===== config.mk =====
export PLATFORM = sky130hd
export DESIGN_NAME = integer_image_scaler_unit_flat
export DESIGN_NICKNAME = d
export VERILOG_FILES = /design/src/design/iis_pkg.sv /design/src/design/iis_pixel_if.sv /design/src/design/iis_run_if.sv /design/src/design/iis_front.sv /design/src/design/iis_queue.sv /design/src/design/iis_back.sv /design/src/design/integer_image_scaler_unit.sv /design/src/flat_wrapper.sv
export SDC_FILE = /design/constraint.sdc
export NUM_CORES = 1
export LEC_CHECK = 0
export ABC_AREA = 1
export BUFFER_PORTS_ARGS = -buffer_cell sky130_fd_sc_hd__buf_4
export CORE_MARGIN = 5
export CORE_UTILIZATION = 35
export DETAILED_ROUTE_END_ITERATION = 6
export PLACE_DENSITY_LB_ADDON = 0.15
export SLEW_MARGIN = 20
export SYNTH_ARGS = -nofsm -noshare
export SYNTH_HDL_FRONTEND = slang
export SYNTH_SLANG_ARGS = --single-unit

===== constraint.sdc =====
create_clock -name clk -period 11.57 [get_ports clk]
set_input_delay 2.314 -clock clk [delete_from_list [all_inputs] [get_ports clk]]
set_output_delay 2.314 -clock clk [all_outputs]
set_load 0.03 [all_outputs]

===== src/design/iis_pkg.sv =====
// Shared types and constants for the integer image scaler.
`default_nettype none
package iis_pkg;

  // Configuration port
  localparam int CFG_IDX_W  = 2;
  localparam int CFG_DATA_W = 13;

  localparam logic [CFG_IDX_W-1:0] REG_SCALE  = 2'd0;
  localparam logic [CFG_IDX_W-1:0] REG_WIDTH  = 2'd1;
  localparam logic [CFG_IDX_W-1:0] REG_HEIGHT = 2'd2;

  localparam logic [4:0]            SCALE_RESET  = 5'd0;
  localparam logic [CFG_DATA_W-1:0] WIDTH_RESET  = 13'd640;
  localparam logic [CFG_DATA_W-1:0] HEIGHT_RESET = 13'd480;

  // Result field widths
  localparam int COORD_W = 16;
  localparam int SPAN_W  = 4;
  localparam int PIXEL_W = 32;
  // Run count per source pixel; holds scale counts up to 31
  localparam int CNT_W   = 5;

  // Depth of the queue between front and back
  localparam int QUEUE_DEPTH = 4;

  // One queued command: a group of runs that a source pixel causes
  typedef struct packed {
    logic [COORD_W-1:0] row;
    logic [COORD_W-1:0] col;
    logic [SPAN_W-1:0]  span;
    logic [CNT_W-1:0]   count;
    logic [PIXEL_W-1:0] pixel;
  } run_cmd_t;

endpackage
`default_nettype wire


===== src/design/iis_pixel_if.sv =====
// Source pixel channel.
`default_nettype none
interface iis_pixel_if;
  logic        valid;
  logic        ready;
  logic [31:0] pixel_rgba;

  modport source (output valid, output pixel_rgba, input ready);
  modport sink   (input valid, input pixel_rgba, output ready);
endinterface
`default_nettype wire


===== src/design/iis_run_if.sv =====
// Output run channel.
`default_nettype none
interface iis_run_if;
  logic        valid;
  logic        ready;
  logic [15:0] out_row;
  logic [15:0] out_col;
  logic [3:0]  run_span;
  logic [31:0] out_pixel;
  logic        run_last;

  modport source (output valid, output out_row, output out_col, output run_span,
                  output out_pixel, output run_last, input ready);
  modport sink   (input valid, input out_row, input out_col, input run_span,
                  input out_pixel, input run_last, output ready);
endinterface
`default_nettype wire


===== src/design/iis_front.sv =====
// Front end: configuration, source position counters and pixel classification.
`default_nettype none
module iis_front #(
  parameter int MAX_SCALE = 10,
  parameter int MAX_DIM   = 4096
) (
  input  wire logic                              clk,
  input  wire logic                              rst,
  input  wire logic                              cfg_wr_en,
  input  wire logic [iis_pkg::CFG_IDX_W-1:0]     cfg_index,
  input  wire logic [iis_pkg::CFG_DATA_W-1:0]    cfg_wdata,
  iis_pixel_if.sink                              pix_in,
  output logic                                   push,
  output iis_pkg::run_cmd_t                      entry,
  input  wire logic                              full
);

  localparam int DIM_W   = $clog2(MAX_DIM);
  localparam int SCALE_W = $clog2(MAX_SCALE + 1);
  localparam int CW      = (DIM_W + 1 > iis_pkg::CFG_DATA_W) ? DIM_W + 1
                                                              : iis_pkg::CFG_DATA_W;
  localparam int PW      = DIM_W + SCALE_W;
  localparam int RW      = 2 * DIM_W;

  typedef enum logic [1:0] {MODE_PASS, MODE_UP, MODE_DOWN} mode_t;

  // Configuration registers
  logic [4:0]                       scale_factor;
  logic [iis_pkg::CFG_DATA_W-1:0]   image_width;
  logic [iis_pkg::CFG_DATA_W-1:0]   image_height;

  always_ff @(posedge clk) begin
    if (rst) begin
      scale_factor <= iis_pkg::SCALE_RESET;
      image_width  <= iis_pkg::WIDTH_RESET;
      image_height <= iis_pkg::HEIGHT_RESET;
    end else if (cfg_wr_en) begin
      unique case (cfg_index)
        iis_pkg::REG_SCALE:  scale_factor <= cfg_wdata[4:0];
        iis_pkg::REG_WIDTH:  image_width  <= cfg_wdata;
        iis_pkg::REG_HEIGHT: image_height <= cfg_wdata;
        default: ;
      endcase
    end
  end

  // Clamped dimensions and scale magnitude
  logic [CW-1:0]      w_ext, h_ext, w_eff, h_eff;
  logic [4:0]         mag_raw, mag_sat;
  logic [SCALE_W-1:0] mag;
  mode_t              mode;

  always_comb begin
    w_ext = CW'(image_width);
    h_ext = CW'(image_height);
    if (w_ext == '0)             w_eff = CW'(1);
    else if (w_ext > CW'(MAX_DIM)) w_eff = CW'(MAX_DIM);
    else                         w_eff = w_ext;
    if (h_ext == '0)             h_eff = CW'(1);
    else if (h_ext > CW'(MAX_DIM)) h_eff = CW'(MAX_DIM);
    else                         h_eff = h_ext;

    mag_raw = scale_factor[4] ? 5'(~scale_factor + 5'd1) : scale_factor;
    mag_sat = (mag_raw > 5'(MAX_SCALE)) ? 5'(MAX_SCALE) : mag_raw;
    mag     = SCALE_W'(mag_sat);

    if (mag <= SCALE_W'(1))   mode = MODE_PASS;
    else if (!scale_factor[4]) mode = MODE_UP;
    else                      mode = MODE_DOWN;
  end

  // Reciprocal table: ceil(2^DIM_W / m), exact quotient for multiples of m
  logic [DIM_W-1:0] recip_tab [MAX_SCALE+1];

  for (genvar Gm = 0; Gm <= MAX_SCALE; Gm++) begin : g_recip
    if (Gm < 2) begin : g_unused
      assign recip_tab[Gm] = '0;
    end else begin : g_val
      localparam int RV = ((1 << DIM_W) + Gm - 1) / Gm;
      assign recip_tab[Gm] = DIM_W'(RV);
    end
  end

  // Source position counters
  logic [DIM_W-1:0] src_col, src_row;
  logic             accept;

  // Stage A: classified item
  logic               a_valid;
  mode_t              a_mode;
  logic [31:0]        a_pixel;
  logic [DIM_W-1:0]   a_col, a_row;
  logic [SCALE_W-1:0] a_mag;
  logic               a_fit;
  logic [PW-1:0]      a_up_col, a_up_row;
  logic [DIM_W-1:0]   a_qc, a_qr;

  logic [RW-1:0]      prod_qc, prod_qr;
  logic               need, a_adv, div_ok;

  assign prod_qc = RW'(src_col) * RW'(recip_tab[mag]);
  assign prod_qr = RW'(src_row) * RW'(recip_tab[mag]);

  assign div_ok = (PW'(a_qc) * PW'(a_mag) == PW'(a_col)) &&
                  (PW'(a_qr) * PW'(a_mag) == PW'(a_row));

  always_comb begin
    need  = 1'b1;
    entry = '0;
    entry.pixel = a_pixel;
    unique case (a_mode)
      MODE_PASS: begin
        entry.row   = iis_pkg::COORD_W'(a_row);
        entry.col   = iis_pkg::COORD_W'(a_col);
        entry.span  = iis_pkg::SPAN_W'(1);
        entry.count = iis_pkg::CNT_W'(1);
      end
      MODE_UP: begin
        entry.row   = iis_pkg::COORD_W'(a_up_row);
        entry.col   = iis_pkg::COORD_W'(a_up_col);
        entry.span  = iis_pkg::SPAN_W'(a_mag);
        entry.count = iis_pkg::CNT_W'(a_mag);
      end
      MODE_DOWN: begin
        entry.row   = iis_pkg::COORD_W'(a_qr);
        entry.col   = iis_pkg::COORD_W'(a_qc);
        entry.span  = iis_pkg::SPAN_W'(1);
        entry.count = iis_pkg::CNT_W'(1);
        need        = div_ok && a_fit;
      end
      default: need = 1'b0;
    endcase
  end

  // Drop a skipped pixel without waiting for queue space
  assign a_adv        = a_valid && (!need || !full);
  assign push         = a_valid && need && !full;
  assign pix_in.ready = !a_valid || a_adv;
  assign accept       = pix_in.valid && pix_in.ready;

  always_ff @(posedge clk) begin
    if (rst) begin
      a_valid <= 1'b0;
      src_col <= '0;
      src_row <= '0;
    end else begin
      if (accept) begin
        a_valid <= 1'b1;
        if (CW'(src_col) + CW'(1) >= w_eff) begin
          src_col <= '0;
          src_row <= (CW'(src_row) + CW'(1) >= h_eff) ? '0 : src_row + DIM_W'(1);
        end else begin
          src_col <= src_col + DIM_W'(1);
        end
      end else if (a_adv) begin
        a_valid <= 1'b0;
      end
    end
  end

  always_ff @(posedge clk) begin
    if (accept) begin
      a_mode   <= mode;
      a_pixel  <= pix_in.pixel_rgba;
      a_col    <= src_col;
      a_row    <= src_row;
      a_mag    <= mag;
      a_fit    <= (CW'(src_col) + CW'(mag) <= w_eff) &&
                  (CW'(src_row) + CW'(mag) <= h_eff);
      a_up_col <= PW'(src_col) * PW'(mag);
      a_up_row <= PW'(src_row) * PW'(mag);
      a_qc     <= prod_qc[RW-1:DIM_W];
      a_qr     <= prod_qr[RW-1:DIM_W];
    end
  end

endmodule
`default_nettype wire


===== src/design/iis_queue.sv =====
// Short command queue between the front and back ends.
`default_nettype none
module iis_queue (
  input  wire logic               clk,
  input  wire logic               rst,
  input  wire logic               push,
  input  wire iis_pkg::run_cmd_t  wdata,
  output logic                    full,
  input  wire logic               pop,
  output iis_pkg::run_cmd_t       rdata,
  output logic                    empty
);

  localparam int DEPTH = iis_pkg::QUEUE_DEPTH;
  localparam int PTR_W = $clog2(DEPTH);
  localparam int CNT_W = $clog2(DEPTH + 1);

  iis_pkg::run_cmd_t slots [DEPTH];
  logic [PTR_W-1:0]  wr_ptr, rd_ptr;
  logic [CNT_W-1:0]  fill;

  assign full  = (fill == CNT_W'(DEPTH));
  assign empty = (fill == '0);
  assign rdata = slots[rd_ptr];

  always_ff @(posedge clk) begin
    if (rst) begin
      wr_ptr <= '0;
      rd_ptr <= '0;
      fill   <= '0;
    end else begin
      if (push) begin
        wr_ptr <= (wr_ptr == PTR_W'(DEPTH - 1)) ? '0 : wr_ptr + PTR_W'(1);
      end
      if (pop) begin
        rd_ptr <= (rd_ptr == PTR_W'(DEPTH - 1)) ? '0 : rd_ptr + PTR_W'(1);
      end
      if (push && !pop)      fill <= fill + CNT_W'(1);
      else if (pop && !push) fill <= fill - CNT_W'(1);
    end
  end

  always_ff @(posedge clk) begin
    if (push) slots[wr_ptr] <= wdata;
  end

endmodule
`default_nettype wire


===== src/design/iis_back.sv =====
// Back end: expands a command into runs in the output register, one per unstalled cycle.
`default_nettype none
module iis_back (
  input  wire logic               clk,
  input  wire logic               rst,
  input  wire iis_pkg::run_cmd_t  head,
  input  wire logic               empty,
  output logic                    pop,
  iis_run_if.source               run_out
);

  logic [iis_pkg::CNT_W-1:0] run_idx;
  logic                      load, last;

  assign load = !empty && (!run_out.valid || run_out.ready);
  assign last = (run_idx + iis_pkg::CNT_W'(1) == head.count);
  assign pop  = load && last;

  always_ff @(posedge clk) begin
    if (rst) begin
      run_out.valid <= 1'b0;
      run_idx       <= '0;
    end else if (load) begin
      run_out.valid <= 1'b1;
      run_idx       <= last ? '0 : run_idx + iis_pkg::CNT_W'(1);
    end else if (run_out.ready) begin
      run_out.valid <= 1'b0;
    end
  end

  always_ff @(posedge clk) begin
    if (load) begin
      run_out.out_row   <= head.row + iis_pkg::COORD_W'(run_idx);
      run_out.out_col   <= head.col;
      run_out.run_span  <= head.span;
      run_out.out_pixel <= head.pixel;
      run_out.run_last  <= last;
    end
  end

endmodule
`default_nettype wire


===== src/design/integer_image_scaler_unit.sv =====
// Top level of the nearest-neighbor integer image scaler.
//
// Pixels of a frame arrive in raster order on pix_in; the block counts the
// source column and row itself and wraps them at the configured width and
// height. With scale s > 1 each pixel becomes s runs (one per replicated
// output row) starting at column x*s and spanning s pixels; with scale -s a
// pixel is kept only when its column and row are multiples of s and it lies
// inside the truncated output size, and it yields one run of span 1. Scales
// 0, 1 and -1 pass pixels through. A pass-through or shrinking pixel yields
// one run and an enlarging pixel yields s runs; the output register issues
// one run per cycle while run_out.ready allows. An accepted pixel loads the
// classify stage (position products), then is written to a queue slot, and
// its runs are loaded in turn into the output register. A four-entry queue
// lets the front keep taking pixels while the back stalls on run_out.ready.
// Write configuration only while no pixel is in flight.
`default_nettype none
module integer_image_scaler_unit #(
  parameter int MAX_SCALE = 10,
  parameter int MAX_DIM   = 4096
) (
  input  wire logic                             clk,
  input  wire logic                             rst,
  input  wire logic                             cfg_wr_en,
  input  wire logic [iis_pkg::CFG_IDX_W-1:0]    cfg_index,
  input  wire logic [iis_pkg::CFG_DATA_W-1:0]   cfg_wdata,
  iis_pixel_if.sink                             pix_in,
  iis_run_if.source                             run_out
);

  // Front to queue
  logic              q_push, q_full;
  iis_pkg::run_cmd_t q_wdata;

  // Queue to back
  logic              q_pop, q_empty;
  iis_pkg::run_cmd_t q_head;

  // Classify pixels and hold the frame position
  iis_front #(
    .MAX_SCALE (MAX_SCALE),
    .MAX_DIM   (MAX_DIM)
  ) u_front (
    .clk       (clk),
    .rst       (rst),
    .cfg_wr_en (cfg_wr_en),
    .cfg_index (cfg_index),
    .cfg_wdata (cfg_wdata),
    .pix_in    (pix_in),
    .push      (q_push),
    .entry     (q_wdata),
    .full      (q_full)
  );

  // Decouple classification from run issue
  iis_queue u_queue (
    .clk   (clk),
    .rst   (rst),
    .push  (q_push),
    .wdata (q_wdata),
    .full  (q_full),
    .pop   (q_pop),
    .rdata (q_head),
    .empty (q_empty)
  );

  // Expand each command into its runs
  iis_back u_back (
    .clk     (clk),
    .rst     (rst),
    .head    (q_head),
    .empty   (q_empty),
    .pop     (q_pop),
    .run_out (run_out)
  );

  // Never write into a full queue
  a_no_overflow: assert property (@(posedge clk) disable iff (rst)
    q_push |-> !q_full)
    else $error("queue push while full");

  // Never drain an empty queue
  a_no_underflow: assert property (@(posedge clk) disable iff (rst)
    q_pop |-> !q_empty)
    else $error("queue pop while empty");

  // A completed command leaves a run marked last in the output register
  a_pop_marks_last: assert property (@(posedge clk) disable iff (rst)
    q_pop |=> run_out.valid && run_out.run_last)
    else $error("command retired without a last run");

endmodule
`default_nettype wire

===== src/flat_wrapper.sv =====
// flat-port wrapper written by rule: the top's interface ports become plain ports
module integer_image_scaler_unit_flat 
#(
  parameter int MAX_SCALE = 10,
  parameter int MAX_DIM   = 4096
)
  (clk, rst, cfg_wr_en, cfg_index, cfg_wdata, pix_in_valid, pix_in_pixel_rgba, pix_in_ready, run_out_valid, run_out_out_row, run_out_out_col, run_out_run_span, run_out_out_pixel, run_out_run_last, run_out_ready);
  iis_pixel_if pix_in_i ();
  iis_run_if run_out_i ();
  input  wire logic clk;
  input  wire logic rst;
  input  wire logic cfg_wr_en;
  input  wire logic [iis_pkg::CFG_IDX_W-1:0] cfg_index;
  input  wire logic [iis_pkg::CFG_DATA_W-1:0] cfg_wdata;
  input wire logic [$bits(pix_in_i.valid)-1:0] pix_in_valid;
  input wire logic [$bits(pix_in_i.pixel_rgba)-1:0] pix_in_pixel_rgba;
  output wire logic [$bits(pix_in_i.ready)-1:0] pix_in_ready;
  output wire logic [$bits(run_out_i.valid)-1:0] run_out_valid;
  output wire logic [$bits(run_out_i.out_row)-1:0] run_out_out_row;
  output wire logic [$bits(run_out_i.out_col)-1:0] run_out_out_col;
  output wire logic [$bits(run_out_i.run_span)-1:0] run_out_run_span;
  output wire logic [$bits(run_out_i.out_pixel)-1:0] run_out_out_pixel;
  output wire logic [$bits(run_out_i.run_last)-1:0] run_out_run_last;
  input wire logic [$bits(run_out_i.ready)-1:0] run_out_ready;
  assign pix_in_i.valid = pix_in_valid;
  assign pix_in_i.pixel_rgba = pix_in_pixel_rgba;
  assign pix_in_ready = pix_in_i.ready;
  assign run_out_valid = run_out_i.valid;
  assign run_out_out_row = run_out_i.out_row;
  assign run_out_out_col = run_out_i.out_col;
  assign run_out_run_span = run_out_i.run_span;
  assign run_out_out_pixel = run_out_i.out_pixel;
  assign run_out_run_last = run_out_i.run_last;
  assign run_out_i.ready = run_out_ready;
  integer_image_scaler_unit #(.MAX_SCALE(MAX_SCALE), .MAX_DIM(MAX_DIM)) u_core (.clk(clk), .rst(rst), .cfg_wr_en(cfg_wr_en), .cfg_index(cfg_index), .cfg_wdata(cfg_wdata), .pix_in(pix_in_i), .run_out(run_out_i));
endmodule

==> out/qor.csv, run 1 <==
stage,metric,value,unit
routing,wire_per_inst,18.5,um
synthesis,synth.distinct_cells,58,
power_and_ir_drop,ir_drop,0.124,mV
clock_tree,clk_pin_slew_worst_paths,0.06,ns
place,numPortBuffers,122,
global_route,grt_max_degree,122,
global_route,first_global_vias,27247,
synthesis,syn-num-nets,4614,
global_route,grt_pass1_wl,158,mm
floorplanning,coreArea,0.106,sq mm
setup_path,crit_fanout,28,
setup_path,regToRegSetupSlack,2.77,ns
synthesis,post-synth-top-count-cell,nand2_1,
outcome,status,completed,
synthesis,yosys.area.top_type,edfxtp_1,
setup_path,endpoint,u_core.u_front.a_qr[10]$_DFFE_PP_,
timing,skew,0.0558,ns
floorplanning,die_x,336,um
timing,tns,0,ns
synthesis,syn_avg_cell_area,9.32,sq um
floorplanning,fp.dieArea,0.113,sq mm
timing,worst_pin_slew,1.12,ns
synthesis,synthesis.instances,4004,
clock_tree,postCtsHoldBufs,0,
clock_tree,cts_setup_buffers,0,
timing,fmax,114,MHz
clock_tree,clock_sinks,531,
routing,finalWirelength,102,mm
global_route,gr-total-overflow,0,
timing,relSlewSlack,24.9,%
synthesis,synth-edff-count,460,
synthesis,netlist_area,0.0373,sq mm
synthesis,synth-main-ff-cell,edfxtp_1,
synthesis,synth_top_area_share,37.0,%
clock_tree,htree_levels,2,
synthesis,yosys_warnings,0,
setup_path,startpoint_type,register,
run,drv_cap,0,
setup_path,cp.depth,31,
routing,drt_iter0_drc,1790,
finish,drive_gt1_share,7.31,%
finish,diodes,0,
setup_path,required,12.00,ns
floorplanning,row_count,119,
finish,area_growth,12.0,%
power_and_ir_drop,total_power,5.95,mW
clock_tree,clock_latency,0.69,ns
floorplanning,io_pins,123,
synthesis,synth_async_sr_flop_share,0,%
clock_tree,cts_resized,0,
setup_path,slowest_delay,0.63,ns
global_route,grt_usage,17.9,%
timing,grt_setup_unrepaired,false,
floorplanning,start_util,35.3,%
setup_path,critPathCaptureType,register,
routing,drtPass1Iterations,5,
power_and_ir_drop,pwr_density_cell,142,mW/mm^2
place,dp_hpwl,73.1,mm
power_and_ir_drop,p_leak,19.3,nW
global_route,antenna_found_initial,0,
floorplanning,die_h,336,um
setup_path,r2r_start,u_core.u_front.scale_factor[0]$_SDFFE_PP0P_,
clock_tree,cts_tree,yes,
setup_path,critical-path-top-delay-family,adder cells,
timing,min_period,8.80,ns
clock_tree,clockBufferDepth,3,
timing,final-setup-viol-count,0,
synthesis,synth-seq-cells,531,
clock_tree,ctsRootBufferMaster,clkbuf_16,
setup_path,crit_slowest_cell,nand2_1,
setup_path,worstPathArrival,9.23,ns
setup_path,crit_path_start,u_core.u_front.scale_factor[0]$_SDFFE_PP0P_,
timing,fin_crit_sh,76.1,%
setup_path,cp_num_buf_inv,7,
worst_hold_path,hold_class,reg2reg,
timing,drv_slew,0,
setup_path,worstSetupPathType,reg2reg,
routing,ant_nets,0,
synthesis,yosys-top-cells-count,"nand2_1 (819), inv_1 (643), edfxtp_1 (460)",
synthesis,seq_area_frac_synth,40.8,%
synthesis,synth_area_leaders,"edfxtp_1 (37%), fa_1 (15%), ha_1 (9.3%), nand2_1 (8.2%), inv_1 (6.5%)",
place,gp_congestion,0.866,
finish,nets,4693,
setup_path,r2r-end,u_core.u_front.a_qr[10]$_DFFE_PP_,
routing,via_count,26989,
timing,hold_viol,0,
clock_tree,cts_buffers,61,
routing,drcViolationCount,0,
routing,viasPerCell,4.89,
setup_path,rr_worst_depth,31,
[per-stage QoR]
step | util [%] | area, sq um | cells | setup WS [ns] | hold slack [ns]
after global placement | 37.7 | 39800 | 5411 | 3.07 | 0.456
after CTS | 39.6 | 41800 | 5524 | 2.83 | 0.469
after detailed placement | 37.7 | 39800 | 5411 | 2.82 | 0.460
after global routing | 39.6 | 41800 | 5524 | 2.05 | 0.502
after floorplan | - | 37300 | 4004 | 1.84 | 0.406
final | 39.6 | 41800 | 5524 | 2.77 | 0.468
[cells in the final DEF, fill, tap and decap left out, drive strengths merged, types with 59 or more instances in the layout]
cell type and instances:
inv 652, buf 165, xor2 96, nor2 437, clkbuf 73, nand3 160, dfxtp 71, o22ai 59
edfxtp 460, nand2 829, fa 282, o21ai 211, a21oi 143, ha 276
[power breakdown]
group          leakage (nW)  switching (mW)  internal, mW
registers              4.92           0.138          2.34
clock network         0.978           0.822          1.11
logic                  13.4            1.05         0.496
[worst min-delay path: stages, from the launching register on]
cell     delay (ns)
dfxtp_1        0.31
inv_1          0.06
a21oi_1        0.05
[per-layer routing]
metal	share of wire (%)	GRT usage, %	vias up
met1	46	24.7	13168
met3	4.8	2.55	141
li1	-	-	13107
met2	46	29.9	573
met5	0	0	-
met4	2.5	4.74	0
[sequential cells by signal, indices dropped and copies added (netlist names), 5 cells and up, named ones only]
signal	cells
u_core.u_back.run_out.out_row	16
u_core.u_front.a_up_col	16
u_core.u_front.a_up_row	16
u_core.u_front.image_width	13
u_core.u_back.run_idx	5
u_core.u_front.src_row	12
u_core.u_front.scale_factor	5
u_core.u_front.a_pixel	32
u_core.u_front.a_qc	12
u_core.u_front.a_col	12
u_core.u_queue.slots	272
u_core.u_front.a_qr	12
u_core.u_front.src_col	12
u_core.u_back.run_out.out_col	16
u_core.u_front.a_row	12
u_core.u_back.run_out.out_pixel	32
u_core.u_front.h_ext	13
[how the worst min path moves through the flow]
stage,start,to,slack [ns],cells after the start
finish,u_core.u_front.h_ext[3]$_SDFFE_PP0P_,u_core.u_front.h_ext[3]$_SDFFE_PP0P_,0.47,2
global route,u_core.u_front.a_pixel[20]$_DFFE_PP_,u_core.u_queue.slots[2][20]$_DFFE_PP_,0.50,0
CTS,u_core.u_front.h_ext[3]$_SDFFE_PP0P_,u_core.u_front.h_ext[3]$_SDFFE_PP0P_,0.47,2
detailed placement,u_core.u_front.h_ext[3]$_SDFFE_PP0P_,u_core.u_front.h_ext[3]$_SDFFE_PP0P_,0.46,2
global placement,u_core.u_front.h_ext[3]$_SDFFE_PP0P_,u_core.u_front.h_ext[3]$_SDFFE_PP0P_,0.46,2
floorplan,u_core.u_front.src_col[11]$_SDFFE_PP0P_,u_core.u_front.a_col[11]$_DFFE_PP_,0.41,0
[cell families (layout without fill, tap and decap cells)]
logic type	count (synthesis)	count (layout)	synth area share, %
AND/OR/NAND/NOR	1508	1508	16.4
buffers and inverters	811	940	8.26
adder cells (fa/ha/maj)	558	558	24.4
flip-flops	531	531	40.8
AO/OA/AOI/OAI	476	476	7.21
XOR/XNOR	120	120	2.90
[final cells by class]
class | instances | area, sq um
flip-flops and latches | 531 | 15200
inverters | 662 | 2490
repair buffers | 165 | 1250
clock inverters | 40 | 397
fillers | 10571 | 63800
multi-input cells | 2662 | 19000
well taps | 1391 | 1740
clock buffers | 73 | 1610
Power figures use the tool's default switching activity.
==> run 2, diff against run 1 <==
clock period = 8.4 ns   (was 11.57 ns; I/O delays follow)
==> out/qor.csv, run 2 (synthesis gave the netlist of run 1 again) <==
stage,metric,value,unit
place,dpl.cell_count,5422,
setup_path,crit_slowest_cell,clkinv_1,
timing,skew,0.0355,ns
timing,min_period,7.73,ns
timing,final-setup-viol-count,0,
clock_tree,htree_levels,2,
clock_tree,clock_latency,0.67,ns
setup_path,cp_num_buf_inv,7,
setup_path,critical-path-top-delay-family,adder cells,
timing,drv_slew,0,
setup_path,worstSetupPathType,reg2reg,
global_route,grt_usage,17.6,%
worst_hold_path,hold_class,reg2reg,
clock_tree,cts_setup_buffers,0,
finish,drive_gt1_share,7.53,%
setup_path,startpoint_type,register,
global_route,gr-total-overflow,0,
floorplanning,io_pins,123,
clock_tree,postCtsHoldBufs,0,
outcome,status,completed,
routing,ant_nets,0,
timing,fmax,129,MHz
setup_path,critPathMostFrequentCell,nand2_1,
clock_tree,clk_pin_slew_worst_paths,0.05,ns
place,gp_congestion,0.848,
run,drv_cap,0,
clock_tree,cts_buffers,61,
power_and_ir_drop,total_power,8.16,mW
routing,wire_per_inst,18.2,um
floorplanning,row_count,119,
place,numPortBuffers,122,
clock_tree,cts_tree,yes,
global_route,antenna_found_initial,1,
setup_path,required,8.80,ns
finish,layout.cells.non_filler,5536,
clock_tree,clockBufferDepth,3,
finish,post-route-util,39.7,%
timing,hold_viol,0,
global_route,grt_max_degree,81,
setup_path,crit_fanout,19,
routing,drcViolationCount,0,
finish,nFillCells,10493,
finish,largest_registers,"u_core.u_queue.slots (272), u_core.u_back.run_out.out_pixel (32), u_core.u_front.a_pixel (32)",
place,dp_hpwl,74.0,mm
clock_tree,cts_resized,0,
timing,fin_crit_sh,92.0,%
finish,final-seq-area,0.0152,sq mm
timing,worst_pin_slew,1.12,ns
routing,drt_iter0_drc,1673,
finish,final_cell_mix,"nand2_1 (819), inv_1 (642), edfxtp_1 (460)",
timing,grt_setup_unrepaired,false,
setup_path,worstPathArrival,8.13,ns
clock_tree,clock_sinks,531,
setup_path,slowest_delay,0.70,ns
floorplanning,die_h,336,um
finish,multi_input_area,0.0190,sq mm
timing,tns,0,ns
finish,nets,4704,
routing,finalWirelength,101,mm
setup_path,critPathCaptureType,register,
power_and_ir_drop,ir_drop,0.190,mV
global_route,grt_pass1_wl,156,mm
finish,largest_register,u_core.u_queue.slots,
floorplanning,start_util,35.3,%
timing,relSlewSlack,25.0,%
floorplanning,fp.dieArea,0.113,sq mm
power_and_ir_drop,pwr_density_cell,195,mW/mm^2
power_and_ir_drop,p_leak,19.4,nW
finish,layout_commonest_cell,nand2_1,
floorplanning,die_x,336,um
finish,diodes,0,
finish,area_growth,12.4,%
routing,via_count,26854,
routing,viasPerCell,4.85,
finish,largest_register_ffs,272,
global_route,first_global_vias,27141,
routing,drtPass1Iterations,5,
clock_tree,ctsRootBufferMaster,clkbuf_16,
floorplanning,coreArea,0.106,sq mm
[run 2: cell type report]
cell class,instances,share of cell area [%]
clock inverter,44,0.967
inverter,662,5.93
clock buffer,70,3.75
tap,1391,4.15
sequential,531,36.4
timing repair buffer,176,3.42
multi-input combinational,2662,45.4
[run 2: routing by layer]
layer / global-route usage (%) / share of wire (%) / up-vias / routed length [um]
met1: 24.2 / 46 / 13046 / 46500
li1: - / - / 13110 / -
met3: 2.40 / 4.8 / 138 / 4820
met5: 0.375 / 0.062 / - / 62
met2: 29.8 / 47 / 558 / 47000
met4: 4.24 / 2.3 / 2 / 2300
[run 2: tightest hold or removal path: cells and delay by family, from the launching register on]
family,cells,cell delay (ns)
AO/OA/AOI/OAI,1,0.06
flip-flops,1,0.31
buffers and inverters,1,0.06
[run 2: worst paths after layout]
| kind | startpoint | to | slack [ns] | depth (start not counted) |
|---|---|---|---|---|
| worst max-delay path | u_core.u_front.scale_factor[0]$_SDFFE_PP0P_ | u_core.u_front.a_qc[5]$_DFFE_PP_ | 0.67 | 29 |
| worst min-delay path | u_core.u_front.h_ext[3]$_SDFFE_PP0P_ | u_core.u_front.h_ext[3]$_SDFFE_PP0P_ | 0.48 | 2 |
| worst max register to register | u_core.u_front.scale_factor[0]$_SDFFE_PP0P_ | u_core.u_front.a_qc[5]$_DFFE_PP_ | 0.67 | 29 |
| worst min register to register | u_core.u_front.h_ext[3]$_SDFFE_PP0P_ | u_core.u_front.h_ext[3]$_SDFFE_PP0P_ | 0.48 | 2 |
[run 2: report_power, final]
part	internal (mW)	switching, mW	total, mW
clock network	1.50	1.12	2.62
logic	0.687	1.42	2.11
registers	3.22	0.208	3.43
total	5.40	2.75	8.16
[run 2: per-stage QoR]
step                setup WS, ns  cell area, sq um  hold slack, ns
floorplan                   1.15             37300           0.406
global placement           0.801             39900           0.458
detailed placement         0.748             39900           0.469
CTS                        0.681             41900           0.472
global route               0.149             41900           0.507
finish                     0.673             41900           0.478
==> run 3, diff against run 2 <==
BUFFER_PORTS_ARGS = not set   (was -buffer_cell sky130_fd_sc_hd__buf_4)
DONT_BUFFER_PORTS = 1   (was not set)
GPL_TIMING_DRIVEN = 0   (was not set)
SKIP_LAST_GASP = 1   (was not set)
==> out/qor.csv, run 3 (synthesis gave the netlist of run 1 again) <==
stage,metric,value,unit
outcome,status,completed,
routing,drcViolationCount,0,
power_and_ir_drop,p_leak,18.9,nW
clock_tree,cts_buffers,59,
setup_path,required,8.80,ns
floorplanning,die_x,336,um
finish,area_growth,11.5,%
routing,finalWirelength,105,mm
place,numPortBuffers,0,
global_route,antenna_found_initial,3,
clock_tree,clock_sinks,531,
floorplanning,die_h,336,um
finish,final_cell_area,0.0416,sq mm
clock_tree,clock_latency,0.67,ns
setup_path,crit_fanout,12,
timing,relSlewSlack,28.5,%
routing,drtPass1Iterations,5,
clock_tree,clockBufferDepth,3,
timing,hold_ws,0.461,ns
routing,wire_per_inst,19.0,um
timing,fin_crit_sh,93.4,%
worst_hold_path,hold_class,reg2reg,
place,dpl-instance-area,0.0397,sq mm
place,dp_hpwl,81.7,mm
clock_tree,ctsRootBufferMaster,clkbuf_16,
finish,nets,4702,
setup_path,regToRegSetupSlack,0.55,ns
finish,largest_register,u_core.u_queue.slots,
floorplanning,coreArea,0.106,sq mm
setup_path,critPathMostFrequentCell,nand2_1,
timing,fmax,127,MHz
routing,drt_iter0_drc,1885,
finish,drive_gt1_share,4.28,%
setup_path,worstSetupPathType,reg2reg,
global_route,grt_usage,18.5,%
routing,via_count,26765,
run,drv_cap,0,
finish,largest_register_ffs,272,
floorplanning,row_count,119,
clock_tree,htree_levels,2,
timing,hold_viol,0,
timing,tns,0,ns
place,gp_congestion,0.905,
global_route,gr-total-overflow,0,
finish,post-route-util,39.4,%
floorplanning,start_util,35.3,%
timing,final-setup-viol-count,0,
timing,min_period,7.85,ns
setup_path,startpoint_type,register,
finish,layout_commonest_cell,nand2_1,
setup_path,crit_slowest_cell,clkbuf_1,
setup_path,critPathCaptureType,register,
clock_tree,cts_tree,yes,
clock_tree,postCtsHoldBufs,0,
finish,final_cell_mix,"nand2_1 (818), inv_1 (641), edfxtp_1 (460)",
timing,worst_pin_slew,1.07,ns
global_route,grt_pass1_wl,162,mm
clock_tree,clk_pin_slew_worst_paths,0.06,ns
timing,skew,0.0644,ns
power_and_ir_drop,pwr_density_cell,191,mW/mm^2
finish,largest_registers,"u_core.u_queue.slots (272), u_core.u_back.run_out.out_pixel (32), u_core.u_front.a_pixel (32)",
floorplanning,io_pins,123,
setup_path,slowest_delay,0.59,ns
timing,drv_slew,0,
setup_path,worstPathArrival,8.25,ns
routing,viasPerCell,4.84,
timing,grt_setup_unrepaired,false,
power_and_ir_drop,ir_drop,0.188,mV
finish,nFillCells,10526,
routing,ant_nets,0,
global_route,grt_max_degree,48,
floorplanning,fp.dieArea,0.113,sq mm
global_route,first_global_vias,27126,
==> run 3: changes by cell type in the layout (fill, tap and decap cells not counted), moves of 9 or more <==
cell | before | now
buf_4 | 167 | 6
clkbuf_1 | 8 | 145
buf_16 | 0 | 17
clkinv_1 | 28 | 14
buf_2 | 0 | 9
clkinv_2 | 16 | 7
==> run 3: layout make-up <==
cell class / instances / area (sq um) / share of cell area [%]
well taps: 1391 / 1740 / 4.18
diodes: 1 / 2.50 / 0.00601
multi-input cells: 2662 / 19000 / 45.7
repair buffers: 27 / 631 / 1.52
plain buffers: 149 / 609 / 1.46
flip-flops and latches: 531 / 15200 / 36.6
clock buffers: 83 / 1600 / 3.84
inverters: 662 / 2500 / 6.01
clock inverters: 25 / 258 / 0.620
==> run 3: what timing repair did <==
item / in CTS / in global routing
endpoints found under the setup margin: 10 / 20
resized for setup: 2 / 17
setup buffers: 0 / 3
==> run 3: path summary, 6_finish.rpt <==
check,startpoint,to,cells after the start
worst min-delay path,u_core.u_front.src_col[9]$_SDFFE_PP0P_,u_core.u_front.a_col[9]$_DFFE_PP_,0
worst min register to register,u_core.u_front.src_col[9]$_SDFFE_PP0P_,u_core.u_front.a_col[9]$_DFFE_PP_,0
worst max register to register,u_core.u_front.scale_factor[0]$_SDFFE_PP0P_,u_core.u_front.a_qr[9]$_DFFE_PP_,31
worst max-delay path,u_core.u_front.scale_factor[0]$_SDFFE_PP0P_,u_core.u_front.a_qr[9]$_DFFE_PP_,31
==> run 3: power by group <==
group	internal [mW]	total, mW	switching (mW)
logic	0.584	1.82	1.24
clock network	1.40	2.50	1.10
registers	3.22	3.63	0.408
total	5.20	7.95	2.75
==> run 3: stage by stage <==
| stage | std cells | setup slack, ns | total power, mW |
|---|---|---|---|
| final | 5531 | 0.554 | 7.95 |
| after global routing | 5530 | 0.00279 | 8.41 |
| after CTS | 5527 | 0.0887 | 8.06 |
| after detailed placement | 5419 | -0.258 | 5.52 |
| after global placement | 5395 | -2.61 | 5.50 |
| after floorplan | 4004 | 1.15 | 4.84 |
==> run 3: worst max-delay path, delay by kind of cell, from the launching register on <==
kind | cells | cell delay [ns]
fa+ha+maj | 8 | 3.43
compound gates | 7 | 1.32
buf+inv | 7 | 1.24
simple gates | 8 | 1.08
flops | 1 | 0.35
xor+xnor | 1 | 0.14
==> run 3: per-layer routing <==
metal  part of all wire, %  global-route usage (%)  vias up
li1                      -                       -    13127
met1                    47                    26.0    12868
met2                    45                    30.3      630
met3                   5.4                    3.06      140
met4                   2.5                    4.32        0
met5                     0                       0        -
